File: src/sv/brf_pkg.sv
// ----------------------------------------------------------------------------
// Byte ring FIFO package
// Shared widths, codes and request/response types of the burst byte FIFO.
// ----------------------------------------------------------------------------
package brf_pkg;

  localparam int unsigned StoreDepthDef = 256;
  localparam int unsigned MaxBurstDef   = 8;
  localparam int unsigned ByteW         = 8;
  localparam int unsigned BurstBytes    = 8;
  localparam int unsigned DataW         = ByteW * BurstBytes;
  localparam int unsigned CountW        = 4;
  localparam int unsigned CapW          = 9;
  localparam int unsigned CapReset      = 256;

  typedef enum logic {
    ACT_PUSH = 1'b0,
    ACT_POP  = 1'b1
  } action_e;

  typedef enum logic [2:0] {
    ST_OK       = 3'd0,
    ST_BAD_LEN  = 3'd1,
    ST_NO_SPACE = 3'd2,
    ST_EMPTY    = 3'd3,
    ST_UNDERRUN = 3'd4
  } status_e;

  typedef struct packed {
    action_e             action;
    logic [CountW-1:0]   byte_count;
    logic [DataW-1:0]    data_in;
  } in_req_t;

  typedef struct packed {
    status_e             status;
    logic [CountW-1:0]   moved_count;
    logic [DataW-1:0]    data_out;
    logic [CapW-1:0]     occupancy;
  } out_rsp_t;

endpackage

File: src/sv/brf_lane.sv
// ----------------------------------------------------------------------------
// Byte ring FIFO lane
// One byte-wide storage bank with one write port and a registered read port.
// ----------------------------------------------------------------------------
module brf_lane #(
  parameter int unsigned Rows = 32,
  parameter int unsigned RowW = 5
) (
  input  logic                       clk_i,
  input  logic                       we_i,
  input  logic [RowW-1:0]            waddr_i,
  input  logic [brf_pkg::ByteW-1:0]  wdata_i,
  input  logic                       re_i,
  input  logic [RowW-1:0]            raddr_i,
  output logic [brf_pkg::ByteW-1:0]  rdata_o
);
  import brf_pkg::*;

  logic [ByteW-1:0] mem_q [Rows];
  logic [ByteW-1:0] rdata_q;

  always_ff @(posedge clk_i) begin
    if (we_i) begin
      mem_q[waddr_i] <= wdata_i;
    end
  end

  always_ff @(posedge clk_i) begin
    if (re_i) begin
      rdata_q <= mem_q[raddr_i];
    end
  end

  assign rdata_o = rdata_q;

endmodule

File: src/sv/brf_merge.sv
// ----------------------------------------------------------------------------
// Byte ring FIFO merge
// Rotate the lane read bytes into request order and zero the unused bytes.
// ----------------------------------------------------------------------------
module brf_merge #(
  parameter int unsigned MAX_BURST = brf_pkg::MaxBurstDef,
  parameter int unsigned LaneW     = 3
) (
  input  logic [MAX_BURST-1:0][brf_pkg::ByteW-1:0] lane_data_i,
  input  logic [LaneW-1:0]                         start_lane_i,
  input  logic [brf_pkg::CountW-1:0]               count_i,
  output logic [brf_pkg::DataW-1:0]                data_o
);
  import brf_pkg::*;

  localparam logic [LaneW:0] LaneNum = (LaneW+1)'(MAX_BURST);

  for (genvar i = 0; i < BurstBytes; i++) begin : g_byte
    if (i < MAX_BURST) begin : g_used
      localparam logic [LaneW:0]    ByteIdx = (LaneW+1)'(i);
      localparam logic [CountW-1:0] ByteCnt = CountW'(i);
      logic [LaneW:0] sum;
      logic [LaneW:0] sel;

      always_comb begin
        sum = {1'b0, start_lane_i} + ByteIdx;
        sel = sum;
        if (sum >= LaneNum) begin
          sel = sum - LaneNum;
        end
      end

      assign data_o[i*ByteW +: ByteW] =
        (ByteCnt < count_i) ? lane_data_i[sel[LaneW-1:0]] : '0;
    end else begin : g_unused
      assign data_o[i*ByteW +: ByteW] = '0;
    end
  end

endmodule

File: src/sv/byte_ring_fifo_burst.sv
// ----------------------------------------------------------------------------
// Byte ring FIFO with burst requests
// Circular byte FIFO taking all-or-nothing pushes and pops of 1 to MAX_BURST
// bytes per request.
// ----------------------------------------------------------------------------
// One request is taken per clock cycle while in_stall_o is low; its response
// appears in the output register on the next cycle, and a new request is taken
// while a response waits as long as out_stall_i is low. The store is split into
// MAX_BURST byte lanes, each with one write and one registered read port, so
// that a whole burst is written or read at once. Writing the capacity register
// empties the FIFO at once and keeps the stored bytes; there is no clearing
// pass after reset.
// ----------------------------------------------------------------------------
module byte_ring_fifo_burst #(
  parameter int unsigned STORE_DEPTH = brf_pkg::StoreDepthDef,
  parameter int unsigned MAX_BURST   = brf_pkg::MaxBurstDef
) (
  input  logic                       clk_i,
  input  logic                       rst_ni,
  input  logic                       cfg_we_i,
  input  logic [brf_pkg::CapW-1:0]   cfg_wdata_i,
  input  logic                       in_valid_i,
  output logic                       in_stall_o,
  input  brf_pkg::in_req_t           in_req_i,
  output logic                       out_valid_o,
  input  logic                       out_stall_i,
  output brf_pkg::out_rsp_t          out_rsp_o
);
  import brf_pkg::*;

  localparam int unsigned LaneW    = (MAX_BURST > 1) ? $clog2(MAX_BURST) : 1;
  localparam int unsigned Rows     = (STORE_DEPTH + MAX_BURST - 1) / MAX_BURST;
  localparam int unsigned RowW     = (Rows > 1) ? $clog2(Rows) : 1;
  localparam int unsigned CapLimit = (STORE_DEPTH < 511) ? STORE_DEPTH : 511;

  localparam logic [LaneW:0]    LaneNum  = (LaneW+1)'(MAX_BURST);
  localparam logic [RowW-1:0]   RowLast  = RowW'(Rows - 1);
  localparam logic [CountW-1:0] BurstMax = CountW'(MAX_BURST);
  localparam logic [CapW-1:0]   CapMax   = CapW'(CapLimit);

  logic [CapW-1:0]   capacity_q;
  logic [CapW-1:0]   fill_q, fill_d;
  logic [LaneW-1:0]  wr_lane_q, wr_lane_d, rd_lane_q, rd_lane_d;
  logic [RowW-1:0]   wr_row_q, wr_row_d, rd_row_q, rd_row_d;
  logic [RowW-1:0]   wr_row_inc, rd_row_inc;

  logic [CapW-1:0]   cap_eff, room, cnt_ext;
  logic [CountW-1:0] count;
  logic              accept, do_push, do_pop;
  status_e           status_d;
  logic [CountW-1:0] moved_d;
  logic [LaneW:0]    wr_sum, rd_sum;

  logic                                 out_valid_q;
  status_e                              status_q;
  logic [CountW-1:0]                    moved_q;
  logic [CapW-1:0]                      occ_q;
  logic [LaneW-1:0]                     pop_start_q;
  logic [CountW-1:0]                    pop_cnt_q;
  logic [MAX_BURST-1:0][ByteW-1:0]      lane_rdata;
  logic [DataW-1:0]                     merged;

  assign in_stall_o = out_valid_q && out_stall_i;
  assign accept     = in_valid_i && !in_stall_o;
  assign count      = in_req_i.byte_count;
  assign cnt_ext    = CapW'(count);

  assign wr_row_inc = (wr_row_q == RowLast) ? '0 : wr_row_q + RowW'(1);
  assign rd_row_inc = (rd_row_q == RowLast) ? '0 : rd_row_q + RowW'(1);

  always_comb begin
    cap_eff = capacity_q;
    if (capacity_q == '0) begin
      cap_eff = CapW'(1);
    end else if (capacity_q > CapMax) begin
      cap_eff = CapMax;
    end
    room     = cap_eff - fill_q;
    status_d = ST_OK;
    do_push  = 1'b0;
    do_pop   = 1'b0;
    if (in_req_i.action == ACT_PUSH) begin
      if (count == '0 || count > BurstMax || cnt_ext > cap_eff) begin
        status_d = ST_BAD_LEN;
      end else if (cnt_ext > room) begin
        status_d = ST_NO_SPACE;
      end else begin
        do_push = 1'b1;
      end
    end else begin
      if (fill_q == '0 || count == '0) begin
        status_d = ST_EMPTY;
      end else if (count > BurstMax) begin
        status_d = ST_BAD_LEN;
      end else if (cnt_ext > fill_q) begin
        status_d = ST_UNDERRUN;
      end else begin
        do_pop = 1'b1;
      end
    end
    moved_d = (do_push || do_pop) ? count : '0;
    fill_d  = fill_q;
    if (do_push) begin
      fill_d = fill_q + cnt_ext;
    end else if (do_pop) begin
      fill_d = fill_q - cnt_ext;
    end
  end

  // advance lane/row pointers by the burst length
  always_comb begin
    wr_sum    = {1'b0, wr_lane_q} + (LaneW+1)'(count);
    rd_sum    = {1'b0, rd_lane_q} + (LaneW+1)'(count);
    wr_lane_d = wr_lane_q;
    wr_row_d  = wr_row_q;
    rd_lane_d = rd_lane_q;
    rd_row_d  = rd_row_q;
    if (do_push) begin
      if (wr_sum >= LaneNum) begin
        wr_lane_d = LaneW'(wr_sum - LaneNum);
        wr_row_d  = wr_row_inc;
      end else begin
        wr_lane_d = LaneW'(wr_sum);
      end
    end
    if (do_pop) begin
      if (rd_sum >= LaneNum) begin
        rd_lane_d = LaneW'(rd_sum - LaneNum);
        rd_row_d  = rd_row_inc;
      end else begin
        rd_lane_d = LaneW'(rd_sum);
      end
    end
  end

  always_ff @(posedge clk_i or negedge rst_ni) begin
    if (!rst_ni) begin
      capacity_q <= CapW'(CapReset);
      fill_q     <= '0;
      wr_lane_q  <= '0;
      wr_row_q   <= '0;
      rd_lane_q  <= '0;
      rd_row_q   <= '0;
    end else if (cfg_we_i) begin
      capacity_q <= cfg_wdata_i;
      fill_q     <= '0;
      wr_lane_q  <= '0;
      wr_row_q   <= '0;
      rd_lane_q  <= '0;
      rd_row_q   <= '0;
    end else if (accept) begin
      fill_q     <= fill_d;
      wr_lane_q  <= wr_lane_d;
      wr_row_q   <= wr_row_d;
      rd_lane_q  <= rd_lane_d;
      rd_row_q   <= rd_row_d;
    end
  end

  for (genvar k = 0; k < MAX_BURST; k++) begin : g_lane
    localparam logic [LaneW:0] LaneK = (LaneW+1)'(k);
    logic [LaneW:0]  w_off, r_off;
    logic [RowW-1:0] w_row, r_row;
    logic            we, re;

    always_comb begin
      if (LaneK >= {1'b0, wr_lane_q}) begin
        w_off = LaneK - {1'b0, wr_lane_q};
        w_row = wr_row_q;
      end else begin
        w_off = LaneK + LaneNum - {1'b0, wr_lane_q};
        w_row = wr_row_inc;
      end
      if (LaneK >= {1'b0, rd_lane_q}) begin
        r_off = LaneK - {1'b0, rd_lane_q};
        r_row = rd_row_q;
      end else begin
        r_off = LaneK + LaneNum - {1'b0, rd_lane_q};
        r_row = rd_row_inc;
      end
    end

    assign we = accept && do_push && (CountW'(w_off) < count);
    assign re = accept && do_pop && (CountW'(r_off) < count);

    brf_lane #(
      .Rows (Rows),
      .RowW (RowW)
    ) u_lane (
      .clk_i   (clk_i),
      .we_i    (we),
      .waddr_i (w_row),
      .wdata_i (in_req_i.data_in[ByteW*w_off[LaneW-1:0] +: ByteW]),
      .re_i    (re),
      .raddr_i (r_row),
      .rdata_o (lane_rdata[k])
    );
  end

  always_ff @(posedge clk_i or negedge rst_ni) begin
    if (!rst_ni) begin
      out_valid_q <= 1'b0;
    end else if (accept) begin
      out_valid_q <= 1'b1;
    end else if (!out_stall_i) begin
      out_valid_q <= 1'b0;
    end
  end

  always_ff @(posedge clk_i) begin
    if (accept) begin
      status_q    <= status_d;
      moved_q     <= moved_d;
      occ_q       <= fill_d;
      pop_start_q <= rd_lane_q;
      pop_cnt_q   <= do_pop ? count : '0;
    end
  end

  brf_merge #(
    .MAX_BURST (MAX_BURST),
    .LaneW     (LaneW)
  ) u_merge (
    .lane_data_i  (lane_rdata),
    .start_lane_i (pop_start_q),
    .count_i      (pop_cnt_q),
    .data_o       (merged)
  );

  assign out_valid_o           = out_valid_q;
  assign out_rsp_o.status      = status_q;
  assign out_rsp_o.moved_count = moved_q;
  assign out_rsp_o.data_out    = merged;
  assign out_rsp_o.occupancy   = occ_q;

  a_fill_in_cap: assert property (@(posedge clk_i) disable iff (!rst_ni)
    fill_q <= cap_eff)
    else $error("fill level above effective capacity");

  a_push_grows: assert property (@(posedge clk_i) disable iff (!rst_ni)
    accept && do_push && !cfg_we_i |=> fill_q == $past(fill_q) + $past(cnt_ext))
    else $error("fill level not advanced by push length");

  a_refuse_moves_none: assert property (@(posedge clk_i) disable iff (!rst_ni)
    out_valid_q && status_q != ST_OK |-> moved_q == '0 && merged == '0)
    else $error("refused request reports moved bytes");

endmodule

File: config.mk
export PLATFORM = sky130hd
export DESIGN_NAME = byte_ring_fifo_burst
export DESIGN_NICKNAME = d
export VERILOG_FILES = /design/src/sv/brf_pkg.sv /design/src/sv/brf_lane.sv /design/src/sv/brf_merge.sv /design/src/sv/byte_ring_fifo_burst.sv
export SDC_FILE = /design/constraint.sdc
export NUM_CORES = 2
export LEC_CHECK = 0
export ABC_AREA = 0
export BUFFER_PORTS_ARGS = -buffer_cell sky130_fd_sc_hd__buf_4
export CAP_MARGIN = 20
export CORE_MARGIN = 1.5
export CORE_UTILIZATION = 40
export DETAILED_ROUTE_END_ITERATION = 8
export GPL_ROUTABILITY_DRIVEN = 0
export PLACE_DENSITY = 0.58
export SLEW_MARGIN = 20
export SYNTH_ARGS = -nofsm -noshare
export SYNTH_HDL_FRONTEND = slang
export SYNTH_HIERARCHICAL = 1
export SYNTH_SLANG_ARGS = --single-unit
File: constraint.sdc
create_clock -name clk_i -period 5.9 [get_ports clk_i]
set_clock_uncertainty 0.05 [all_clocks]
set_input_delay 1.18 -clock clk_i [delete_from_list [all_inputs] [get_ports clk_i]]
set_output_delay 1.18 -clock clk_i [all_outputs]
set_load 0.02 [all_outputs]
* After elaboration in Yosys (flattened, before gate mapping)
Memory sizes are Yosys's and may differ from the RTL's. A register that Yosys moved wholly into a read port is not among the register bits.
Cells that the tools add are included.
** Word-level totals
- Register bits :: 58
- Latch bits :: 0
- Bits in writable memories :: 2048
- Bits in read-only memories :: 0
- Input bits :: 83
- Logic and storage cells :: 298
- Memories kept :: 8
** Cells by class
- $add $sub $neg :: 54
- Multipliers :: 0
- Divide/modulo/power cells :: 0
- $lt $le $gt $ge :: 61
- Eq/ne operators :: 3
- Shift-type cells :: 8
- Multiplexer cells :: 115
- Bitwise logic cells :: 0
- Reductions and logical operators :: 37
** Memories
- g_lane[0].u_lane.mem_q :: depth 32, bits a word 8, rd ports 1, clocked after Yosys merged registers in 1, wr ports 1, line brf_lane.sv:19 : logic [ByteW-1:0] mem_q [Rows];
- g_lane[1].u_lane.mem_q :: depth 32, bits a word 8, rd ports 1, clocked after Yosys merged registers in 1, wr ports 1, line brf_lane.sv:19
- g_lane[2].u_lane.mem_q :: depth 32, bits a word 8, rd ports 1, clocked after Yosys merged registers in 1, wr ports 1, line brf_lane.sv:19
- g_lane[3].u_lane.mem_q :: depth 32, bits a word 8, rd ports 1, clocked after Yosys merged registers in 1, wr ports 1, line brf_lane.sv:19
- g_lane[4].u_lane.mem_q :: depth 32, bits a word 8, rd ports 1, clocked after Yosys merged registers in 1, wr ports 1, line brf_lane.sv:19
- g_lane[5].u_lane.mem_q :: depth 32, bits a word 8, rd ports 1, clocked after Yosys merged registers in 1, wr ports 1, line brf_lane.sv:19
- +2 memories
** Operators by type and width (count)
- $shiftx 64x7->8 :: 8
- $bmux 8 s3 :: 8
- $mux 8 :: 16
- $mux 5 :: 24
- $lt 4x4->1 :: 16
- $mux 3 :: 20
- $mux 4 :: 14
- $sub 4x3->4 const A :: 14
- $mux 9 :: 6
- $ge 4x4->1 const B :: 9
- $lt 3x4->1 const B :: 8
- $sub 3x3->4 const A :: 8
- $sub 3x1->3 const B :: 10
- $gt 4x9->1 :: 3
- $mux 1 :: 25
- $logic_and 1x1->1 :: 20
- $ge 3x3->1 const A :: 6
- $logic_not 9->1 :: 2
- $add 3x3->4 const B :: 4
- $lt 3x4->1 const A :: 4
- $sub 1x3->4 const A :: 4
- $sub 2x3->4 const A :: 4
- $ge 1x3->1 const A :: 4
- $ge 2x3->1 const A :: 4
- other kinds (21) :: 37

* Logic depth before layout (Yosys ltp)
- Depth in word-level cells :: 12
- Mapped depth :: 21
- Gate-level depth less buffers :: 19

* By module
The synthesis kept the hierarchy.
** By module, submodules not included
- brf_lane :: instances 8, cells an instance 417, area each 10133.5 sq um, sequential area each 7927.6 sq um
- byte_ring_fifo_burst :: instances 1, cells an instance 913, area each 8535.7 sq um, sequential area each 1567.8 sq um
- brf_merge :: instances 1, cells an instance 354, area each 3019.1 sq um, sequential area each 0.0 sq um

* Worst setup path after synthesis
Ideal clock, no wire load.
- Path type :: flip-flop to flip-flop
- Start point :: register wr_lane_q[1]
- End point :: memory g_lane[6].u_lane.mem_q[12][0], enable pin
- Arrival time :: 4.920 ns
- Data required time :: 5.480 ns
- Slack :: 0.559 ns
- Cell stages (with the launch flop) :: 16
- Buffers on the path :: 6
- Clock period less this slack :: 5.341 ns
- Cells stage by stage :: dfrtp_1 buf_2 buf_1 buf_2 inv_1 ha_1 buf_2 clkinv_1 buf_1 ha_1 a21o_1 a21o_1 a211oi_1 or3b_2 clkbuf_1 nor2_1
** On the way
- Cells in the longest elaborated chain, start to end :: 6
** RTL lines
- start, declared :: line byte_ring_fifo_burst.sv:43 : logic [LaneW-1:0] wr_lane_q, wr_lane_d, rd_lane_q, rd_lane_d;
- start signal, assigned :: line byte_ring_fifo_burst.sv:153 : wr_lane_q <= wr_lane_d;
- $sub 4x3->4, or another cell as far along :: line byte_ring_fifo_burst.sv:171 : w_off = LaneK + LaneNum - {1'b0, wr_lane_q};
- $mux 4 (*) :: line byte_ring_fifo_burst.sv:167 : if (LaneK >= {1'b0, wr_lane_q}) begin
- $lt 4x4->1 (*) :: line byte_ring_fifo_burst.sv:183 : assign we = accept && do_push && (CountW'(w_off) < count);
- $logic_and 1x1->1 (*) :: line byte_ring_fifo_burst.sv:183
- named net g_lane[6].we :: line byte_ring_fifo_burst.sv:164 : logic we, re;
- $mux 1 (*) :: line brf_lane.sv:23 : if (we_i) begin
- $mux 1 (implied by the code) (*) :: line brf_lane.sv:24 : mem_q[waddr_i] <= wdata_i;
- end, declared :: line brf_lane.sv:19
Mark *: on every way through the listed nets, which the timed path passes. The rest lies on a longest branch.

* Final worst setup path
- Start point :: register capacity_q[6]
- End point :: memory g_lane[1].u_lane.mem_q[16][3], enable pin
** On the way
- Cells in the longest elaborated chain, start to end :: 12
** RTL lines
- start, declared :: line byte_ring_fifo_burst.sv:41 : logic [CapW-1:0] capacity_q;
- start signal, assigned :: line byte_ring_fifo_burst.sv:138 : capacity_q <= CapW'(CapReset);
- start signal, assigned :: line byte_ring_fifo_burst.sv:145 : capacity_q <= cfg_wdata_i;
- $gt 9x9->1 :: line byte_ring_fifo_burst.sv:75 : end else if (capacity_q > CapMax) begin
- $mux 9 :: line byte_ring_fifo_burst.sv:75
- $mux 9 (*) :: line byte_ring_fifo_burst.sv:73 : if (capacity_q == '0) begin
- $sub 9x9->9 :: line byte_ring_fifo_burst.sv:78 : room = cap_eff - fill_q;
- $gt 4x9->1 :: line byte_ring_fifo_burst.sv:85 : end else if (cnt_ext > room) begin
- $mux 1 :: line byte_ring_fifo_burst.sv:85
- $mux 1 (*) :: line byte_ring_fifo_burst.sv:83 : if (count == '0 || count > BurstMax || cnt_ext > cap_eff) begin
- $mux 1 (*) :: line byte_ring_fifo_burst.sv:82 : if (in_req_i.action == ACT_PUSH) begin
- $logic_and 1x1->1 (*) (2 in a row) :: line byte_ring_fifo_burst.sv:183
- named net g_lane[1].we :: line byte_ring_fifo_burst.sv:164
- $mux 1 (*) :: line brf_lane.sv:23
- $mux 1 (implied by the code) (*) :: line brf_lane.sv:24
- end, declared :: line brf_lane.sv:19
Marked as above.

==> run_results.csv <==
group,metric,value,unit
outcome,status,"finished clean",
synth,async_reset_ff_frac,0.01613,
critical_path,start_kind,"register",
timing,relSlewSlack,0.2236,
timing,finalHoldViolations,0,
timing,rsz0062_at_grt,"false",
cts,cts-buffers-inserted,218,
route,final_antenna_net_count,0,
cts,cts.htree.levels,4,
floorplan,die_w,484.2,um
cts,clkLatencyLatePin,0.89,ns
floorplan,start_util,0.4025,
floorplan,design.die.area,234500,sq um
critical_path,critical_path_class,"register to register",
synth,syn_inst,4603,
place,port_buffers,164,
place,dp.cells,7767,
cts,cts.reportedPaths.clkPinSlew,0.07,ns
finish,drive_gt1_frac,0.3410,
synth,synth.ff_latch_count,2170,
pwr,powerDensity,331.7,nW/um^2
route,viasPerCell,5.848,
synth,synth.distinct_cells,78,
finish,area_growth,14.48,%
route,first_pass_iters,6,
finish,fin_area,106000,sq um
place,dpl_cell_area,98460,sq um
cts,cts_hold_buf,0,
grt,grt.total_usage,0.2159,
place,dp_hpwl,173600,um
timing,fin_ws,0.2570,ns
timing,setup-violations-final,0,
critical_path,cp.required,6.36,ns
route,drcViolationCount,0,
floorplan,io_pins,165,
synth,yosysSeqAreaShare,0.7016,
cts,cts_setup_buffers,0,
floorplan,die_h,484.2,um
critical_path,crit_path_end_kind,"register",
finish,final_cell_mix,"edfxtp_1, mux4_2, buf_4, nor2_1, clkbuf_16",
timing,hold_slack,0.2355,ns
synth,synth_edf_count,2135,
grt,grt-ovfl-total,0,
pwr,power.switching,8.295,mW
pwr,leakage,33.14,nW
floorplan,core_area,230100,sq um
route,wl_per_cell,31.03,um
cts,cts-root-buf,"clkbuf_16",
pwr,peakVddDrop,0.2709,mV
finish,final_util,0.4608,
route,dr_total_vias,47840,
job,maxCapViolations,0,
timing,tightest_slew,1.159,ns
critical_path,rrSetupSlack,0.26,ns
critical_path,arrival,6.11,ns
grt,grt_max_degree,75,
cts,cts_sinks,2170,
synth,avgSynthCellArea,20.12,sq um
finish,final_cells,8180,
route,routed_wl,253800,um
pwr,clkPwrFrac,0.410,
synth,ys.flop_type,"edfxtp_1",
floorplan,rows,176,
pwr,p_int,26.87,mW
critical_path,cp_max_fo,16,
finish,num-fill-cells,19070,
route,drtIter0Drc,5315,
cts,cts_tree,"yes",
pwr,total_power,35.17,mW
synth,netlist_area,92620,sq um
finish,fin_nets,5151,
pwr,seqPwrFrac,0.500,
timing,finalCriticalPeriod,5.643,ns
finish,seq_area,65000,sq um
grt,grt_pass1_wl,364100,um
timing,timing.fmax,177.2,MHz
grt,grt_pass1_vias,47850,
worst_hold_path,hp-class,"input port to asynchronous set/reset pin",
cts,cts_resized,0,
cts,clockBufferDepth,3,
pwr,p_comb_frac,0.090,
timing,fin_setup_tns,0,ns
timing,maxSlewViolCount,0,
synth,yosys_warnings,6,
pwr,swShare,0.2359,
finish,mostFrequentLayoutCell,"edfxtp_1",
finish,multi_input_area,26300,sq um
timing,fin_crit_sh,0.9564,
place,dp_slack,0.2427,ns
grt,antenna_found_initial,10,
cells in the mapped netlist, drive strengths merged, types with 8 or more instances:
master  count  area share
edfxtp   2135        0.69
mux4      731        0.18
nor2      340       0.014
mux2      197       0.024
nand2     166      0.0068
buf       156       0.010
ha        100       0.014
clkbuf     93      0.0038
inv        64      0.0026
o21ai      61      0.0033
a21oi      53      0.0029
mux2i      51      0.0055
nand3b     44      0.0036
o22ai      42      0.0028
dfrtp      34      0.0092
nand3      34      0.0018
or3b       29      0.0027
nor3       23      0.0013
a21o       22      0.0018
a211oi     19      0.0015
a22oi      19      0.0015
xnor2      16      0.0015
or3        15      0.0010
xor2       15      0.0014
and3       13     0.00088
or2        12     0.00081
a221o       8     0.00086
a221oi      8     0.00096
a22o        8     0.00076
sequential cells by signal (all words and copies together) (netlist names):
| name | count |
|---|---|
| capacity_q | 9 |
| fill_q | 9 |
| g_lane.r_row | 5 |
| g_lane.u_lane/mem_q | 2048 |
| g_lane.u_lane/rdata_o | 64 |
| g_lane.w_row | 5 |
| moved_q | 4 |
| occ_q | 9 |
| out_valid_o | 1 |
| pop_cnt_q | 4 |
| pop_start_q | 3 |
| rd_lane_q | 3 |
| status_q | 3 |
| wr_lane_q | 3 |
worst max-delay path, stage by stage, from the launching register on:
cell      delay (ns)
dfrtp_1         0.39
or4_1           0.52
nor2_1          0.10
nand2_1         0.06
o21ai_0         0.12
inv_1           0.08
ha_1            0.23
fa_1            0.44
xor2_1          0.16
ha_1            0.31
a21oi_1         0.16
nand2_1         0.06
a21oi_1         0.18
or4_4           0.22
o311ai_4        0.10
buf_12          0.19
a211oi_1        0.59
or3b_2          0.68
nor2_1          0.61
metal layers:
metal / routed length, um / vias up / GRT usage
met4: 8047 / 6 / 0.06815
li1: - / 19860 / -
met2: 120500 / 1984 / 0.3399
met5: 34 / - / 0
met1: 108200 / 25650 / 0.3101
met3: 16970 / 333 / 0.03275
worst paths after layout:
| kind | from | end | depth (start not counted) |
|---|---|---|---|
| min | rst_ni | fill_q[6] | 1 |
| min in group clk_i | in_valid_i | out_valid_o | 2 |
| min reg2reg | capacity_q[5] | capacity_q[5] | 1 |
| max | capacity_q[6] | g_lane[1].u_lane/mem_q[16][3] | 18 |
| max in group asynchronous | rst_ni | g_lane[7].r_row[0] | 1 |
| max reg2reg | capacity_q[6] | g_lane[1].u_lane/mem_q[16][3] | 18 |
logic make-up (layout without fill, tap and decap cells):
| family | Yosys count | after routing | share of synthesized area |
|---|---|---|---|
| xor gates and xnor gates | 31 | 31 | 0.002931 |
| and+or+nand+nor | 712 | 712 | 0.03531 |
| DFF | 2170 | 2170 | 0.7016 |
| AOI/OAI and AO/OA | 287 | 287 | 0.02110 |
| adders and majority gates | 107 | 107 | 0.01502 |
| buffers and inverters | 316 | 861 | 0.01662 |
| muxes | 979 | 979 | 0.2073 |
| other | 1 | 7 | 0.00004049 |
power by group through the flow:
stage	sequential (mW)	clock (mW)	combinational, mW
floorplan	17.9	0	1.75
finish	17.6	14.4	3.17
detailed placement	17.9	0	3.22
CTS	17.6	14.7	3.22
global placement	17.9	0	3.20
global route	17.6	15.2	3.38
cell type report:
| class | count | area share |
|---|---|---|
| antenna | 4 | 0.00009440 |
| tap | 3026 | 0.03571 |
| sequential | 2170 | 0.6131 |
| clock buffer | 242 | 0.05230 |
| timing repair buffer | 385 | 0.02950 |
| clock inverter | 167 | 0.01898 |
| inverter | 67 | 0.002372 |
| multi-input combinational | 2119 | 0.2480 |
No activity file was read; power rests on OpenSTA's default activity.
